===== src/design/tlsd_pkg.sv =====
// ----------------------------------------------------------------------------
// tlsd_pkg: shared types and constants for the tail lamp signal decoder
// Word layouts of both channels, effect codes, register indexes and the
// flag group passed between the top level and the step logic.
// ----------------------------------------------------------------------------
package tlsd_pkg;

  localparam int CFG_IDX_W  = 2;
  localparam int CFG_DATA_W = 16;
  localparam int NOW_W      = 32;

  // register indexes
  localparam logic [CFG_IDX_W-1:0] CFG_BLINK_TIMEOUT = 2'd0;
  localparam logic [CFG_IDX_W-1:0] CFG_BRAKE_SETTLE  = 2'd1;

  localparam logic [CFG_DATA_W-1:0] BLINK_TIMEOUT_RST = 16'd1000;
  localparam logic [CFG_DATA_W-1:0] BRAKE_SETTLE_RST  = 16'd75;

  // effect codes
  localparam logic [2:0] FX_OFF       = 3'd0;
  localparam logic [2:0] FX_LEFT_OFF  = 3'd1;
  localparam logic [2:0] FX_RIGHT_OFF = 3'd2;
  localparam logic [2:0] FX_BLINK     = 3'd3;
  localparam logic [2:0] FX_BRAKE     = 3'd4;
  localparam logic [2:0] FX_BACKUP    = 3'd5;

  typedef struct packed {
    logic [NOW_W-1:0] now_ms;
    logic             brake_line;
    logic             left_line;
    logic             right_line;
    logic             reverse_line;
  } in_t;

  typedef struct packed {
    logic [2:0] effect;
    logic       blink_side;
    logic       restart;
    logic       brake_level;
  } out_t;

  typedef struct packed {
    logic       brake_latched;
    logic       settling;
    logic       left_active;
    logic       right_active;
    logic       off_phase;
    logic       side_reg;
    logic [2:0] current_effect;
  } flags_t;

endpackage


===== src/design/tail_lamp_signal_decoder_top.sv =====
// ----------------------------------------------------------------------------
// tail_lamp_signal_decoder_top: tail lamp line decoder
// Turns timestamped samples of the brake, turn and reverse lines into the
// lighting effect, blink side, restart flag and latched brake level.
// ----------------------------------------------------------------------------
//   channel   signals                        word
//   in        in_valid / in_ready / in_data  tlsd_pkg::in_t, one lamp sample
//   out       out_valid / out_ready / out_data  tlsd_pkg::out_t, one decision
//   cfg       cfg_valid / cfg_ready, cfg_index / cfg_data  16-bit register write
//
// one sample per cycle sustained while the output is not stalled; a sample passes
// through the input register, then decision logic into the result register.
// the decision state lives in flip-flops updated in the same cycle the result
// register loads, so back-to-back samples see the previous sample's state.
// a stalled output holds the result; the input register still takes one more
// word, after which in_ready drops. rst is synchronous and clears all state but the data words.
// ----------------------------------------------------------------------------
module tail_lamp_signal_decoder_top #(
  parameter int TIME_BITS = 32
) (
  input  logic                            clk,
  input  logic                            rst,
  input  logic                            in_valid,
  output logic                            in_ready,
  input  tlsd_pkg::in_t                   in_data,
  output logic                            out_valid,
  input  logic                            out_ready,
  output tlsd_pkg::out_t                  out_data,
  input  logic                            cfg_valid,
  output logic                            cfg_ready,
  input  logic [tlsd_pkg::CFG_IDX_W-1:0]  cfg_index,
  input  logic [tlsd_pkg::CFG_DATA_W-1:0] cfg_data
);

  logic [tlsd_pkg::CFG_DATA_W-1:0] blink_timeout_ms;
  logic [tlsd_pkg::CFG_DATA_W-1:0] brake_settle_ms;

  logic                 s1_valid;
  tlsd_pkg::in_t        s1_data;
  logic                 advance;

  tlsd_pkg::flags_t     flags;
  tlsd_pkg::flags_t     flags_next;
  logic [TIME_BITS-1:0] settle_start;
  logic [TIME_BITS-1:0] settle_start_next;
  logic [TIME_BITS-1:0] left_seen;
  logic [TIME_BITS-1:0] left_seen_next;
  logic [TIME_BITS-1:0] right_seen;
  logic [TIME_BITS-1:0] right_seen_next;
  tlsd_pkg::out_t       result;

  assign cfg_ready = 1'b1;

  always_ff @(posedge clk) begin
    if (rst) begin
      blink_timeout_ms <= tlsd_pkg::BLINK_TIMEOUT_RST;
      brake_settle_ms  <= tlsd_pkg::BRAKE_SETTLE_RST;
    end else if (cfg_valid) begin
      case (cfg_index)
        tlsd_pkg::CFG_BLINK_TIMEOUT: blink_timeout_ms <= cfg_data;
        tlsd_pkg::CFG_BRAKE_SETTLE:  brake_settle_ms  <= cfg_data;
        default: ;
      endcase
    end
  end

  // decide when a sample is held and the result slot is free or draining
  assign advance  = s1_valid && (!out_valid || out_ready);
  assign in_ready = !s1_valid || advance;

  always_ff @(posedge clk) begin
    if (rst) begin
      s1_valid <= 1'b0;
    end else if (in_ready) begin
      s1_valid <= in_valid;
    end
  end

  always_ff @(posedge clk) begin
    if (in_valid && in_ready) begin
      s1_data <= in_data;
    end
  end

  tlsd_step #(
    .TIME_BITS (TIME_BITS)
  ) u_step (
    .item              (s1_data),
    .blink_timeout_ms  (blink_timeout_ms),
    .brake_settle_ms   (brake_settle_ms),
    .flags             (flags),
    .settle_start      (settle_start),
    .left_seen         (left_seen),
    .right_seen        (right_seen),
    .flags_next        (flags_next),
    .settle_start_next (settle_start_next),
    .left_seen_next    (left_seen_next),
    .right_seen_next   (right_seen_next),
    .result            (result)
  );

  always_ff @(posedge clk) begin
    if (rst) begin
      flags        <= '0;
      settle_start <= '0;
      left_seen    <= '0;
      right_seen   <= '0;
    end else if (advance) begin
      flags        <= flags_next;
      settle_start <= settle_start_next;
      left_seen    <= left_seen_next;
      right_seen   <= right_seen_next;
    end
  end

  always_ff @(posedge clk) begin
    if (rst) begin
      out_valid <= 1'b0;
    end else if (advance) begin
      out_valid <= 1'b1;
    end else if (out_ready) begin
      out_valid <= 1'b0;
    end
  end

  always_ff @(posedge clk) begin
    if (advance) begin
      out_data <= result;
    end
  end

`ifndef SYNTHESIS
  // the word just loaded reports the state it left behind
  a_effect_tracks_state: assert property (@(posedge clk) disable iff (rst)
    advance |=> out_data.effect == flags.current_effect &&
                out_data.brake_level == flags.brake_latched)
    else $error("result word disagrees with held state");

  a_effect_code_range: assert property (@(posedge clk) disable iff (rst)
    out_valid |-> out_data.effect <= tlsd_pkg::FX_BACKUP)
    else $error("effect code out of range");

  // input only stalls when a sample waits behind a blocked result
  a_stall_cause: assert property (@(posedge clk) disable iff (rst)
    !in_ready |-> s1_valid && out_valid && !out_ready)
    else $error("input stalled without a blocked result");

  a_state_frozen: assert property (@(posedge clk) disable iff (rst)
    !advance |=> $stable(flags) && $stable(left_seen) && $stable(right_seen))
    else $error("decision state moved without a sample");
`endif

endmodule


===== src/design/tlsd_step.sv =====
// ----------------------------------------------------------------------------
// tlsd_step: one-sample decision logic
// Brake lockout, per-side turn tracking and effect selection for one word,
// purely combinational between the input stage and the result register.
// ----------------------------------------------------------------------------
module tlsd_step #(
  parameter int TIME_BITS = 32
) (
  input  tlsd_pkg::in_t                    item,
  input  logic [tlsd_pkg::CFG_DATA_W-1:0]  blink_timeout_ms,
  input  logic [tlsd_pkg::CFG_DATA_W-1:0]  brake_settle_ms,
  input  tlsd_pkg::flags_t                 flags,
  input  logic [TIME_BITS-1:0]             settle_start,
  input  logic [TIME_BITS-1:0]             left_seen,
  input  logic [TIME_BITS-1:0]             right_seen,
  output tlsd_pkg::flags_t                 flags_next,
  output logic [TIME_BITS-1:0]             settle_start_next,
  output logic [TIME_BITS-1:0]             left_seen_next,
  output logic [TIME_BITS-1:0]             right_seen_next,
  output tlsd_pkg::out_t                   result
);

  logic [63:0]          now_ext;
  logic [TIME_BITS-1:0] now;
  logic [TIME_BITS-1:0] settle_el;
  logic [TIME_BITS-1:0] seen_el [2];
  logic                 timed_out [2];
  logic                 act [2];
  logic                 line [2];
  logic                 seen_set [2];
  logic                 activity;
  logic                 other;
  logic                 sb;
  logic [2:0]           side_off;
  logic                 chg;
  tlsd_pkg::flags_t     f;

  assign now_ext = {32'd0, item.now_ms};
  assign now     = now_ext[TIME_BITS-1:0];

  assign settle_el    = now - settle_start;
  assign seen_el[0]   = now - left_seen;
  assign seen_el[1]   = now - right_seen;
  assign timed_out[0] = seen_el[0] >= TIME_BITS'(blink_timeout_ms);
  assign timed_out[1] = seen_el[1] >= TIME_BITS'(blink_timeout_ms);

  always_comb begin
    f                 = flags;
    chg               = 1'b0;
    settle_start_next = settle_start;
    act[0]            = flags.left_active;
    act[1]            = flags.right_active;
    line[0]           = item.left_line;
    line[1]           = item.right_line;
    seen_set[0]       = 1'b0;
    seen_set[1]       = 1'b0;
    activity          = 1'b0;
    other             = 1'b0;
    sb                = 1'b0;
    side_off          = tlsd_pkg::FX_LEFT_OFF;

    if (f.settling && settle_el >= TIME_BITS'(brake_settle_ms)) begin
      f.settling = 1'b0;
    end

    if (!f.settling) begin
      if (f.brake_latched != item.brake_line) begin
        f.brake_latched   = item.brake_line;
        f.settling        = 1'b1;
        settle_start_next = now;
      end else if (item.reverse_line) begin
        if (f.current_effect != tlsd_pkg::FX_BACKUP) chg = 1'b1;
        f.current_effect = tlsd_pkg::FX_BACKUP;
      end else begin
        // left first, then right; right sees the updated left activity
        for (int s = 0; s < 2; s++) begin
          sb       = 1'(s);
          other    = sb ? act[0] : act[1];
          activity = f.brake_latched ? !line[sb] : line[sb];
          side_off = sb ? tlsd_pkg::FX_RIGHT_OFF : tlsd_pkg::FX_LEFT_OFF;
          if (act[sb]) begin
            if (f.brake_latched == activity) begin
              // turn lamp dark: off phase (brake on drop, or no rise)
              if (f.brake_latched || !timed_out[sb]) begin
                f.off_phase = 1'b1;
                if (f.current_effect != side_off) chg = 1'b1;
                f.current_effect = side_off;
                seen_set[sb]     = f.brake_latched;
              end else begin
                act[sb] = 1'b0;
                if (f.current_effect != tlsd_pkg::FX_OFF) chg = 1'b1;
                f.current_effect = tlsd_pkg::FX_OFF;
              end
            end else begin
              // turn lamp lit, or idle under brake
              if (!f.brake_latched || !timed_out[sb]) begin
                if (f.off_phase) begin
                  if (f.current_effect != tlsd_pkg::FX_BLINK) chg = 1'b1;
                  f.current_effect = tlsd_pkg::FX_BLINK;
                  f.side_reg       = sb;
                end
                f.off_phase  = 1'b0;
                seen_set[sb] = !f.brake_latched;
              end else begin
                act[sb] = 1'b0;
                if (f.current_effect != tlsd_pkg::FX_OFF) chg = 1'b1;
                f.current_effect = tlsd_pkg::FX_OFF;
              end
            end
          end else if (activity && !other) begin
            act[sb]      = 1'b1;
            seen_set[sb] = 1'b1;
            if (f.current_effect != tlsd_pkg::FX_BLINK) chg = 1'b1;
            f.current_effect = tlsd_pkg::FX_BLINK;
            f.side_reg       = sb;
          end
        end
        if (!act[0] && !act[1]) begin
          if (f.brake_latched) begin
            if (f.current_effect != tlsd_pkg::FX_BRAKE) chg = 1'b1;
            f.current_effect = tlsd_pkg::FX_BRAKE;
          end else begin
            if (f.current_effect != tlsd_pkg::FX_OFF) chg = 1'b1;
            f.current_effect = tlsd_pkg::FX_OFF;
          end
        end
      end
    end

    f.left_active  = act[0];
    f.right_active = act[1];
  end

  assign flags_next         = f;
  assign left_seen_next     = seen_set[0] ? now : left_seen;
  assign right_seen_next    = seen_set[1] ? now : right_seen;
  assign result.effect      = f.current_effect;
  assign result.blink_side  = f.side_reg;
  assign result.restart     = chg;
  assign result.brake_level = f.brake_latched;

endmodule


===== config.mk =====
export PLATFORM = sky130hd
export DESIGN_NAME = tail_lamp_signal_decoder_top
export DESIGN_NICKNAME = d
export VERILOG_FILES = /design/src/design/tlsd_pkg.sv /design/src/design/tail_lamp_signal_decoder_top.sv /design/src/design/tlsd_step.sv
export SDC_FILE = /design/constraint.sdc
export NUM_CORES = 1
export LEC_CHECK = 0
export BUFFER_PORTS_ARGS = -buffer_cell sky130_fd_sc_hd__clkbuf_2
export CAP_MARGIN = 20
export CORE_AREA = 2 2 175 177
export DETAILED_ROUTE_END_ITERATION = 12
export DIE_AREA = 0 0 177 179
export GPL_TIMING_DRIVEN = 1
export PLACE_DENSITY_LB_ADDON = 0.1
export SLEW_MARGIN = 30
export SYNTH_ARGS = -nofsm -noshare
export SYNTH_HDL_FRONTEND = slang
export SYNTH_HIERARCHICAL = 1
export SYNTH_SLANG_ARGS = --single-unit
export TNS_END_PERCENT = 30

===== constraint.sdc =====
create_clock -name clk -period 9.55 [get_ports clk]
set_input_delay 0.955 -clock clk [delete_from_list [all_inputs] [get_ports clk]]
set_output_delay 0.955 -clock clk [all_outputs]
set_load 0.01 [all_outputs]

; Yosys cells after proc, flatten, opt, wreduce, memory -nomap -nowiden
; Cells that the tools add are included.
[word_totals]
in_bits = 59
out_inout_bits = 9
latchBits = 0
wordCells = 171
ff_bits = 181
mem_bits_ro = 0
mem_bits_rw = 0
n_memories = 0
[classes]
magnitude_cmp = 3
reduce_logical = 34
muxes = 95
addsub = 3
shift = 0
eq_ne = 10
bitwise_logic = 3
n_mul = 0
div_mod_pow = 0
[op_table]
columns = op, count
row1 = $ge 32x16->1, 3
row2 = $sub 32x32->32, 3
row3 = $mux 1, 66
row4 = $mux 4, 14
row5 = $mux 3, 7
row6 = $mux 2, 8
row7 = $logic_not 1->1, 10
row8 = $ne 3x2->1 const B, 3
row9 = $reduce_bool 3->1, 3
row10 = $reduce_and 2->1, 4
row11 = $logic_and 1x1->1, 6
row12 = $logic_or 1x1->1, 6
row13 = $ne 3x3->1 const B, 2
row14 = $reduce_and 4->1, 1
row15 = $ne 3x1->1 const B, 1
row16 = $not 1->1, 3
row17 = $reduce_and 3->1, 1
row18 = $eq 1x1->1, 2
row19 = $eq 2x1->1 const B, 1
row20 = $logic_not 2->1, 1
row21 = $reduce_bool 2->1, 1
row22 = $reduce_or 2->1, 1
row23 = $ne 1x1->1, 1

; Depth between registers and ports, before layout
; Gate-level depths: netlist of run 1.
[depth]
depth_word = 23
mapped_depth = 32
depth_no_buf = 30

; Hierarchy
; The synthesis of run 1 kept the hierarchy.
[modules_own_cells]
columns = mod, n_inst, cells_each, seq_area_each_um2, area_each_um2
row1 = tlsd_step, 1, 1370, 0.0, 8934.8
row2 = tail_lamp_signal_decoder_top, 1, 650, 4043.9, 7203.2

; Worst setup path after synthesis of run 1
; OpenSTA, ideal clock, no wires.
[synth_path]
kind = flip-flop to flip-flop
startpoint = register s1_data[4] (netlist bit)
endpoint = register left_seen[22]
arrival_time_ns = 5.198
stages_incl_launch_ff = 32
path_buffers = 1
path_slack_ns = 4.233
setup_time_ns = 0.120
required_ns = 9.430
synth_period_minus_slack_ns = 5.317
cell_sequence = edfxtp_1 inv_1 ha_1 inv_1 fa_1 a21o_1 a21oi_1 nand2b_1 a21oi_1 o21a_1 o21ai_0 nand2b_1 a21oi_1 o21bai_1 a21oi_1 o21bai_1 a21oi_1 xnor2_1 ha_1 nand4_1 o221ai_1 a21oi_1 o2111ai_1 a2111oi_0 o211ai_1 nor4_4 a21oi_1 nand3_1 buf_4 mux2_2 nand2b_1 mux2i_1
[synth_between]
elab_chain_len = 11
elab_cells_between_ends = 17
cone_classes = 2 x add/sub / 2 x order compare / 8 x mux / 5 x reduce/logical
[synth_lines]
columns = element, line_no
row1 = "start, declared", tail_lamp_signal_decoder_top.sv:39  ; tlsd_pkg::in_t s1_data;
row2 = "start signal, assigned", tail_lamp_signal_decoder_top.sv:81  ; s1_data <= in_data;
row3 = $sub 32x32->32, tlsd_step.sv:42  ; assign seen_el[0] = now - left_seen;
row4 = $ge 32x16->1, tlsd_step.sv:44  ; assign timed_out[0] = seen_el[0] >= TIME_BITS'(blink_timeout_ms);
row5 = $logic_not 1->1, "tlsd_step.sv:84, tlsd_step.sv:96"
row6 = "$logic_or 1x1->1, on equally long branches", "tlsd_step.sv:96, tlsd_step.sv:84"
row7 = "$mux 1, on equally long branches", "tlsd_step.sv:96, tlsd_step.sv:84"
row8 = $mux 1, tlsd_step.sv:82  ; if (f.brake_latched == activity) begin
row9 = $mux 1, tlsd_step.sv:81  ; if (act[sb]) begin
row10 = $mux 2, tlsd_step.sv:71  ; end else if (item.reverse_line) begin
row11 = $mux 2, tlsd_step.sv:67  ; if (f.brake_latched != item.brake_line) begin
row12 = $mux 2 (*), tlsd_step.sv:66  ; if (!f.settling) begin
row13 = $reduce_and 2->1 (no source line) (*), --
row14 = "end signal, assigned", tail_lamp_signal_decoder_top.sv:111  ; left_seen <= left_seen_next;
row15 = "end, declared", tail_lamp_signal_decoder_top.sv:46  ; logic [TIME_BITS-1:0] left_seen;
; Mark *: on every way between the ends. The rest lies on a longest branch, timed or not.
; A chain may end at the register's enable or synchronous reset.

; Worst setup path after layout of run 1
[layout_path]
startpoint = register s1_data[4] (netlist bit)
endpoint = register left_seen[3]
; The elaborated chain is that of the path after synthesis.

==> results.json, run 1 <==
{
  "hold_buffers": 0,
  "yosysTopAreaCell": "dfxtp_1",
  "drc": 0,
  "top_layer": "met4",
  "power.leakage_nw": 6.51,
  "synthArstFlopShare_pct": 0,
  "seq_area_frac_synth_pct": 25.1,
  "ys_warn_count": 6,
  "timing.max_cap.violations": 0,
  "post_cts_resized": 0,
  "grt-ovfl-total": 0,
  "viasPerCell": 5.98,
  "rsz0062_at_grt": "false",
  "htree_levels": 4,
  "grt_first_pass_wirelength_um": 70500,
  "setup_violations": 0,
  "period_needed_ns": 7.47,
  "cpPeakStageDelay_ns": 0.68,
  "seq_area_mm2": 0.00404,
  "ys_ff_latch": 181,
  "crit_slowest_cell": "nand3_1",
  "clk_latency_ns": 0.45,
  "cts-root-buf": "clkbuf_16",
  "status": "complete, no violations",
  "setup_tns_ns": 0,
  "cts_tree": "built",
  "critical_path_class": "flip-flop to flip-flop",
  "num_antenna_cells": 0,
  "grt_pass1_vias": 13244,
  "dpl_cell_area_mm2": 0.0166,
  "place_hpwl_um": 34000,
  "path_buf_inv": 4,
  "start_util_pct": 53.7,
  "synth.distinct_cells": 88,
  "finalHoldViolations": 0,
  "syn-cell-area_mm2": 0.0161,
  "area_delta_synth_final_pct": 6.44,
  "start_kind": "flip-flop",
  "portBuffers": 66,
  "dr.pass1.iters": 6,
  "nFillCells": 2828,
  "cp_data_arrival_time_ns": 7.76,
  "required_ns": 9.84,
  "power_density_mw_per_mm2": 126,
  "routed_wl_um": 44300,
  "finClkSkew_ns": 0.0150,
  "wl_per_cell_um": 18.3,
  "syn_area_per_cell_um2": 7.99,
  "vias": 14479,
  "fin_area_mm2": 0.0172,
  "synth_edf_count": 42,
  "final_antenna_net_count": 0,
  "yosys_most_used_dff": "dfxtp_1",
  "cp-end-kind": "flip-flop",
  "cts_setup_buffers": 0,
  "crit_family": "compound AO/OA/AOI/OAI gates",
  "drive_above_1_share_pct": 8.68,
  "hold_path.class": "flip-flop to flip-flop",
  "grt_max_degree": 134,
  "layout.cells.most_common": "nand2b_1",
  "synth_area_leaders": "dfxtp_1 (17%), ha_1 (11%), nand2b_1 (8.7%)",
  "fp.coreArea_mm2": 0.0300,
  "period_share_pct": 78.2,
  "die_h_um": 179,
  "drt_iter0_drc": 1303,
  "vdd_drop_max_uv": 117,
  "layout_common_cells": "nand2b_1 (225), nand2_1 (184), inv_1 (159), ha_1 (141), dfxtp_1 (139)",
  "slew_viol_final": 0,
  "clk_path_buf_depth": 2,
  "multi_input_area_mm2": 0.0110,
  "gp_congestion": 0.929,
  "numCtsBuffers": 17,
  "max_freq_mhz": 134,
  "worst_pin_slew_ns": 0.898,
  "track_usage_pct": 28.2,
  "cpMostUsedCell": "a21oi_1",
  "slew_headroom_pct": 39.7,
  "wl_met1_um": 22100,
  "die_w_um": 177,
  "holdWs_ns": 0.455,
  "rows": 64,
  "path_clk_slew_ns": 0.07,
  "critPathMaxFanout": 38,
  "met2_length_um": 18900,
  "nNetsFinal": 2217,
  "synthCells": 2020,
  "ios": 68,
  "cts.sinks": 181,
  "grt_antenna_before_repair": 0,
  "wl_met3_um": 2770,
  "synth_top_area_share_pct": 17.2,
  "synth_nets": 2223,
  "die_area_mm2": 0.0317
}
[path summary, 6_finish.rpt]
check,start,slack [ns],to,cells after the start
max,s1_data[4],2.08,left_seen[3],32
min reg2reg,blink_timeout_ms[12],0.46,blink_timeout_ms[12],2
min,blink_timeout_ms[12],0.46,blink_timeout_ms[12],2
max reg2reg,s1_data[4],2.08,left_seen[3],32
[logic make-up after synthesis]
kind of cell,after synthesis,share of synthesized area [%]
multiplexers,157,10.1
other,1,0.0232
adder cells (fa/ha/maj),144,11.3
XOR/XNOR,66,3.58
AND/OR/NAND/NOR,711,23.1
buffers and inverters,259,6.91
AO/OA/AOI/OAI,501,19.9
flip-flops,181,25.1
[metal layers]
layer  vias to the layer above  GRT usage (%)
li1                       7148              -
met1                      6879           41.9
met2                       412           42.2
met3                        40           4.75
met4                         0           6.40
met5                         -              0
[cell usage after synthesis, types with 14 or more instances]
library cell	number
inv_1	159
mux2i_1	113
ha_1	141
nor2_1	94
edfxtp_1	42
a31oi_1	19
a21oi_1	137
a211oi_1	19
o21bai_1	16
buf_2	18
clkbuf_1	55
nand2b_1	225
o21ai_0	97
dfxtp_1	139
nand4_1	20
o21a_1	14
o21ai_1	39
xor2_1	23
nor3_1	39
buf_4	18
nand2_1	184
mux2_2	39
o211ai_1	16
a21o_1	46
xnor2_1	43
nand3_1	64
[worst reg2reg max path: cells and delay by family, from the launching register on]
| family | cells | cell delay [ns] |
|---|---|---|
| adder cells (fa/ha/maj) | 3 | 0.86 |
| buffers and inverters | 4 | 0.92 |
| AND/OR/NAND/NOR | 6 | 1.61 |
| XOR/XNOR | 1 | 0.14 |
| AO/OA/AOI/OAI | 16 | 2.92 |
| multiplexers | 2 | 0.46 |
| flip-flops | 1 | 0.42 |
[final cells by class]
class	instances	area share (%)
Clock inverter	9	0.524
Tap cell	396	2.88
Clock buffer	23	2.96
Inverter	159	3.47
Timing Repair Buffer	75	2.45
Sequential cell	181	23.5
Multi-Input combinational cell	1580	64.2
[registers in the layout (all words and copies together) (netlist names)]
register          cells
s1_valid              1
out_valid             1
blink_timeout_ms     16
out_data              6
left_seen            32
settle_start         32
brake_settle_ms      16
right_seen           32
s1_data              36
flags                 9
[where the power goes]
group | internal, W | leakage [nW] | switching (W)
clock | 0.000406 | 0.293 | 0.000322
combinational | 0.000244 | 4.68 | 0.000355
sequential | 0.000811 | 1.53 | 0.0000349
[per-stage QoR]
step	instances	utilization (%)	total power [W]	setup slack [ns]
after floorplan	2020	-	0.00130	4.23
after global placement	2391	55.2	0.00144	2.21
after detailed placement	2391	55.2	0.00145	2.08
after CTS	2423	57.2	0.00218	2.03
after global routing	2423	57.2	0.00228	1.51
final	2423	57.2	0.00217	2.08
Note: power is estimated with default switching activity, not from simulation.
==> run 2, diff against run 1 <==
- clock period: 9.55 -> 6 ns (I/O delays scaled with it)
==> run 2 against run 1 <==
Effect of this change: the run now ends with design-rule violations left; non-clock buffer count is 62 higher; wire length increased by 3.3%; sequential power rose by 60%; largest cell class unchanged.
==> results.json, run 2 (synthesized netlist as in run 1, its figures left out) <==
{
  "ios": 68,
  "final_antenna_net_count": 0,
  "power_density_mw_per_mm2": 199,
  "period_share_pct": 95.0,
  "setup_violations": 0,
  "gp_congestion": 0.935,
  "max_freq_mhz": 175,
  "cp-end-kind": "flip-flop",
  "finClkSkew_ns": 0.0161,
  "finalHoldViolations": 0,
  "routed_wl_um": 45800,
  "grt_max_degree": 155,
  "die_h_um": 179,
  "place_hpwl_um": 33900,
  "fin_area_mm2": 0.0179,
  "nFillCells": 2778,
  "portBuffers": 66,
  "vdd_drop_max_uv": 247,
  "rsz0062_at_grt": "false",
  "regMostFlops": "s1_data",
  "grt_first_pass_wirelength_um": 70300,
  "timing.max_cap.violations": 0,
  "path_clk_slew_ns": 0.08,
  "drt_iter0_drc": 1185,
  "nNetsFinal": 2279,
  "grt-ovfl-total": 0,
  "hold_buffers": 0,
  "critical_path_class": "flip-flop to flip-flop",
  "largest_register_ffs": 36,
  "fp.coreArea_mm2": 0.0300,
  "htree_levels": 4,
  "dr.pass1.iters": 10,
  "worst_pin_slew_ns": 0.929,
  "die_w_um": 177,
  "setup_tns_ns": 0,
  "status": "complete, but fails checks",
  "die_area_mm2": 0.0317,
  "wl_per_cell_um": 18.4,
  "viasPerCell": 5.92,
  "violations": "design-rule violations",
  "clk_path_buf_depth": 2,
  "track_usage_pct": 28.2,
  "layout_common_cells": "nand2b_1 (224), nand2_1 (184), inv_1 (158), dfxtp_1 (139), ha_1 (139)",
  "dpl_cell_area_mm2": 0.0170,
  "drc": 2,
  "start_util_pct": 53.7,
  "cts-root-buf": "clkbuf_16",
  "required_ns": 6.38,
  "grt_pass1_vias": 13515,
  "rows": 64,
  "grt_antenna_before_repair": 2,
  "vias": 14719,
  "clk_latency_ns": 0.45,
  "cts_tree": "built",
  "critPathMaxFanout": 6,
  "layout.cells.most_common": "nand2b_1",
  "hold_path.class": "primary input to flip-flop",
  "power.leakage_nw": 6.87,
  "cp_data_arrival_time_ns": 6.08,
  "numCtsBuffers": 17,
  "cts.sinks": 181,
  "slew_headroom_pct": 38.0,
  "start_kind": "flip-flop",
  "area_delta_synth_final_pct": 10.9,
  "drive_above_1_share_pct": 12.6,
  "period_needed_ns": 5.70,
  "slew_viol_final": 0
}
## run 2: through the flow
stage / cells / worst slack [ns] / hold slack, ns / utilization [%] / total power (W)
after floorplan: 2020 / 0.683 / 0.436 / - / 0.00207
after global placement: 2441 / 0.122 / 0.444 / 56.5 / 0.00232
after detailed placement: 2442 / -0.0971 / 0.452 / 56.6 / 0.00233
after CTS: 2474 / 0.0334 / 0.298 / 58.6 / 0.00352
after global routing: 2486 / 0.00165 / 0.303 / 59.6 / 0.00374
final: 2486 / 0.298 / 0.315 / 59.6 / 0.00355
## run 2: critical path, stage by stage, from the launching register on
cell       delay [ns]
edfxtp_1         0.58
ha_1             0.41
and2_1           0.21
a221oi_2         0.29
nand2_1          0.15
a21oi_2          0.24
o21bai_1         0.09
a21oi_1          0.18
xnor2_1          0.13
ha_1             0.26
a21oi_1          0.14
o21ai_0          0.15
a2111oi_2        0.39
a211o_1          0.27
and4_1           0.23
nand4_1          0.09
or4b_1           0.57
a21o_1           0.25
nand2_1          0.15
o21ai_1          0.11
a211oi_2         0.27
buf_4            0.15
mux2_1           0.13
nand2b_1         0.06
mux2i_1          0.12
## run 2: final cells by class
class	count	area, um2	share of cell area [%]
multi-input combinational	1580	11200	62.4
sequential	181	4040	22.6
timing repair buffer	137	996	5.57
inverter	159	597	3.34
tap	396	495	2.77
clock buffer	19	433	2.42
clock inverter	13	168	0.937
antenna	1	2.50	0.0140
## run 2: where the power goes
part	switching (W)	internal (W)	total, W
clock network	0.000552	0.000630	0.00118
registers	0.0000574	0.00129	0.00135
logic	0.000588	0.000434	0.00102
total	0.00120	0.00236	0.00355
## run 2: path summary, 6_finish.rpt
check / depth (start not counted) / endpoint / slack, ns / start
max reg2reg: 24 / flags[1] / 0.30 / s1_data[7]
max: 24 / flags[1] / 0.30 / s1_data[7]
min reg2reg: 2 / blink_timeout_ms[10] / 0.46 / blink_timeout_ms[10]
min: 1 / s1_data[4] / 0.31 / in_data[4]
## run 2: layer usage
layer | share of wire, % | GRT usage [%]
met5 | 0.024 | 0
met3 | 5.9 | 3.86
met4 | 2.2 | 8.16
met1 | 49 | 41.2
met2 | 43 | 43.0
## run 2: timing repair
action / CTS / global route
gates resized for setup: 2 / 37
setup endpoints to repair: 64 / 111
gates cloned: 0 / 4
pin swaps: 1 / 13
buffers inserted: 0 / 7
==> run 3, diff against run 2 <==
==> constraint.sdc (replaced) <==
create_clock -name clk -period 6 [get_ports clk]
set_input_delay 1.5 -clock clk [delete_from_list [all_inputs] [get_ports clk]]
set_output_delay 1.5 -clock clk [all_outputs]
set_load 0.01 [all_outputs]
==> run 3 against run 2 <==
Effect of this change: the flow now finishes without violations; sequential cell count unchanged; combinational power about the same; setup slack worse by 0.036 ns; global-route usage down 0.076 points; total power down 1.7%; worst hold slack better by 0.14 ns; clock power down 5%; maximum frequency down 0.62%; sequential share of layout area about the same; register-to-register slack worse by 0.04 ns; via count down 0.40%; critical endpoint unchanged.
==> results.json, run 3 (synthesized netlist as in run 1, its figures left out) <==
{
  "start_kind": "flip-flop",
  "htree_levels": 4,
  "place_hpwl_um": 33900,
  "required_ns": 6.37,
  "status": "complete, no violations",
  "cts_tree": "built",
  "layout_common_cells": "nand2b_1 (224), nand2_1 (184), inv_1 (159), ha_1 (140), dfxtp_1 (139)",
  "viasPerCell": 5.87,
  "vdd_drop_max_uv": 213,
  "clk_path_buf_depth": 2,
  "gp_congestion": 0.947,
  "final_antenna_net_count": 0,
  "period_share_pct": 95.6,
  "die_h_um": 179,
  "slew_viol_final": 0,
  "setup_violations": 0,
  "seqPwrFrac_pct": 38.5,
  "area_delta_synth_final_pct": 10.9,
  "grt-ovfl-total": 0,
  "vias": 14660,
  "finalHoldViolations": 0,
  "die_w_um": 177,
  "wl_per_cell_um": 18.2,
  "cp-end-kind": "flip-flop",
  "dr.pass1.iters": 5,
  "clk_latency_ns": 0.45,
  "slew_headroom_pct": 24.9,
  "grt_max_degree": 112,
  "path_clk_slew_ns": 0.08,
  "start_util_pct": 53.7,
  "worst_pin_slew_ns": 1.13,
  "power.leakage_nw": 6.89,
  "clkPwrFrac_pct": 32.1,
  "numCtsBuffers": 17,
  "drt_iter0_drc": 1200,
  "cts-root-buf": "clkbuf_16",
  "drc": 0,
  "grt_pass1_vias": 13439,
  "drive_above_1_share_pct": 13.0,
  "power.share.switching_pct": 34.7,
  "routed_wl_um": 45400,
  "critPathMaxFanout": 4,
  "critical_path_class": "flip-flop to flip-flop",
  "max_freq_mhz": 174,
  "regMostFlops": "s1_data",
  "nNetsFinal": 2290,
  "fp.coreArea_mm2": 0.0300,
  "power_density_mw_per_mm2": 195,
  "track_usage_pct": 28.1,
  "ios": 68,
  "grt_antenna_before_repair": 1,
  "hold_path.class": "flip-flop to flip-flop",
  "rows": 64,
  "fin_area_mm2": 0.0179,
  "p_int_w": 0.00228,
  "holdWs_ns": 0.457,
  "die_area_mm2": 0.0317,
  "dpl_cell_area_mm2": 0.0171,
  "period_needed_ns": 5.74,
  "combPwrFrac_pct": 29.5,
  "finClkSkew_ns": 0.0150,
  "cp_data_arrival_time_ns": 6.11,
  "portBuffers": 66,
  "timing.max_cap.violations": 0,
  "p_sw_w": 0.00121,
  "largest_register_ffs": 36,
  "grt_first_pass_wirelength_um": 70000,
  "layout.cells.most_common": "nand2b_1",
  "cts.sinks": 181
}
run 3: changes by cell type in the layout (fill, tap and decap cells not counted), sizes merged:
| cell | previous run | this run |
|---|---|---|
| clkinv | 4 | 5 |
| clkinvlp | 1 | 3 |
| buf | 69 | 80 |
| clkbuf | 87 | 85 |
| a21oi | 138 | 139 |
| diode | 1 | 2 |
| bufinv | 2 | 0 |
run 3: per-stage QoR:
step / utilization [%] / setup TNS, ns / total power, W / cells / setup slack [ns]
after floorplan: - / 0 / 0.00207 / 2020 / 0.683
after global placement: 56.8 / -0.139 / 0.00233 / 2453 / -0.0911
after detailed placement: 56.8 / -3.30 / 0.00234 / 2453 / -0.102
after CTS: 58.7 / 0 / 0.00347 / 2485 / 0.000536
after global routing: 59.6 / -0.367 / 0.00368 / 2498 / -0.0459
final: 59.6 / 0 / 0.00349 / 2498 / 0.263
run 3: final timing paths:
path	start	end	slack, ns	depth (start not counted)
hold / removal	blink_timeout_ms[15]	blink_timeout_ms[15]	0.46	2
hold reg to reg	blink_timeout_ms[15]	blink_timeout_ms[15]	0.46	2
setup reg to reg	s1_data[7]	flags[1]	0.26	24
setup / recovery	s1_data[7]	flags[1]	0.26	24
run 3: layer usage:
metal  wire length, um  track usage [%]  vias to the layer above
met5                 0                0                        -
met4              1020             8.71                        0
met3              2730             3.63                       51
met2             19100             42.2                      447
met1             22500             41.6                     6876
li1                  -                -                     7286
run 3: layout make-up:
cell class	count	area, um2
fill	2734	12100
clock buffer	18	429
timing repair buffer	147	1030
clock inverter	14	140
multi-input combinational	1581	11200
tap	396	495
antenna	2	5.00
inverter	159	597
sequential	181	4040
run 3: worst max-delay path, stage by stage, from the launching register on:
cell and delay (ns):
edfxtp_1 0.52, ha_1 0.38, and2_1 0.21, a221oi_2 0.29, nand2_1 0.16, a21oi_2 0.23, o21bai_1 0.09, a21oi_1 0.18
xnor2_1 0.14, ha_1 0.26, a21oi_1 0.14, o21ai_0 0.16, a2111oi_2 0.39, a211o_1 0.27, and4_1 0.20, nand4_1 0.09
or4b_1 0.62, a21o_1 0.25, nand2_1 0.17, o21ai_1 0.11, a211oi_2 0.31, buf_4 0.16, mux2_1 0.14, nand2b_1 0.06
mux2i_1 0.12
run 3: power by group through the flow:
stage	combinational, W	clock [W]	sequential [W]
3_3_place_gp	0.000956	0	0.00137
6_report	0.00103	0.00112	0.00134
2_1_floorplan	0.000728	0	0.00135
5_1_grt	0.00114	0.00119	0.00135
3_5_place_dp	0.000970	0	0.00137
4_1_cts	0.000978	0.00115	0.00134
run 3: repair_timing:
item                                    4_1_cts  5_1_grt
gates resized for setup                       4       33
hold buffers                                  0        0
endpoints found under the setup margin       82      111
pin swaps                                     0       15
endpoints found under the hold margin         0        0
cloned                                        0        3
buffers inserted                              0        8
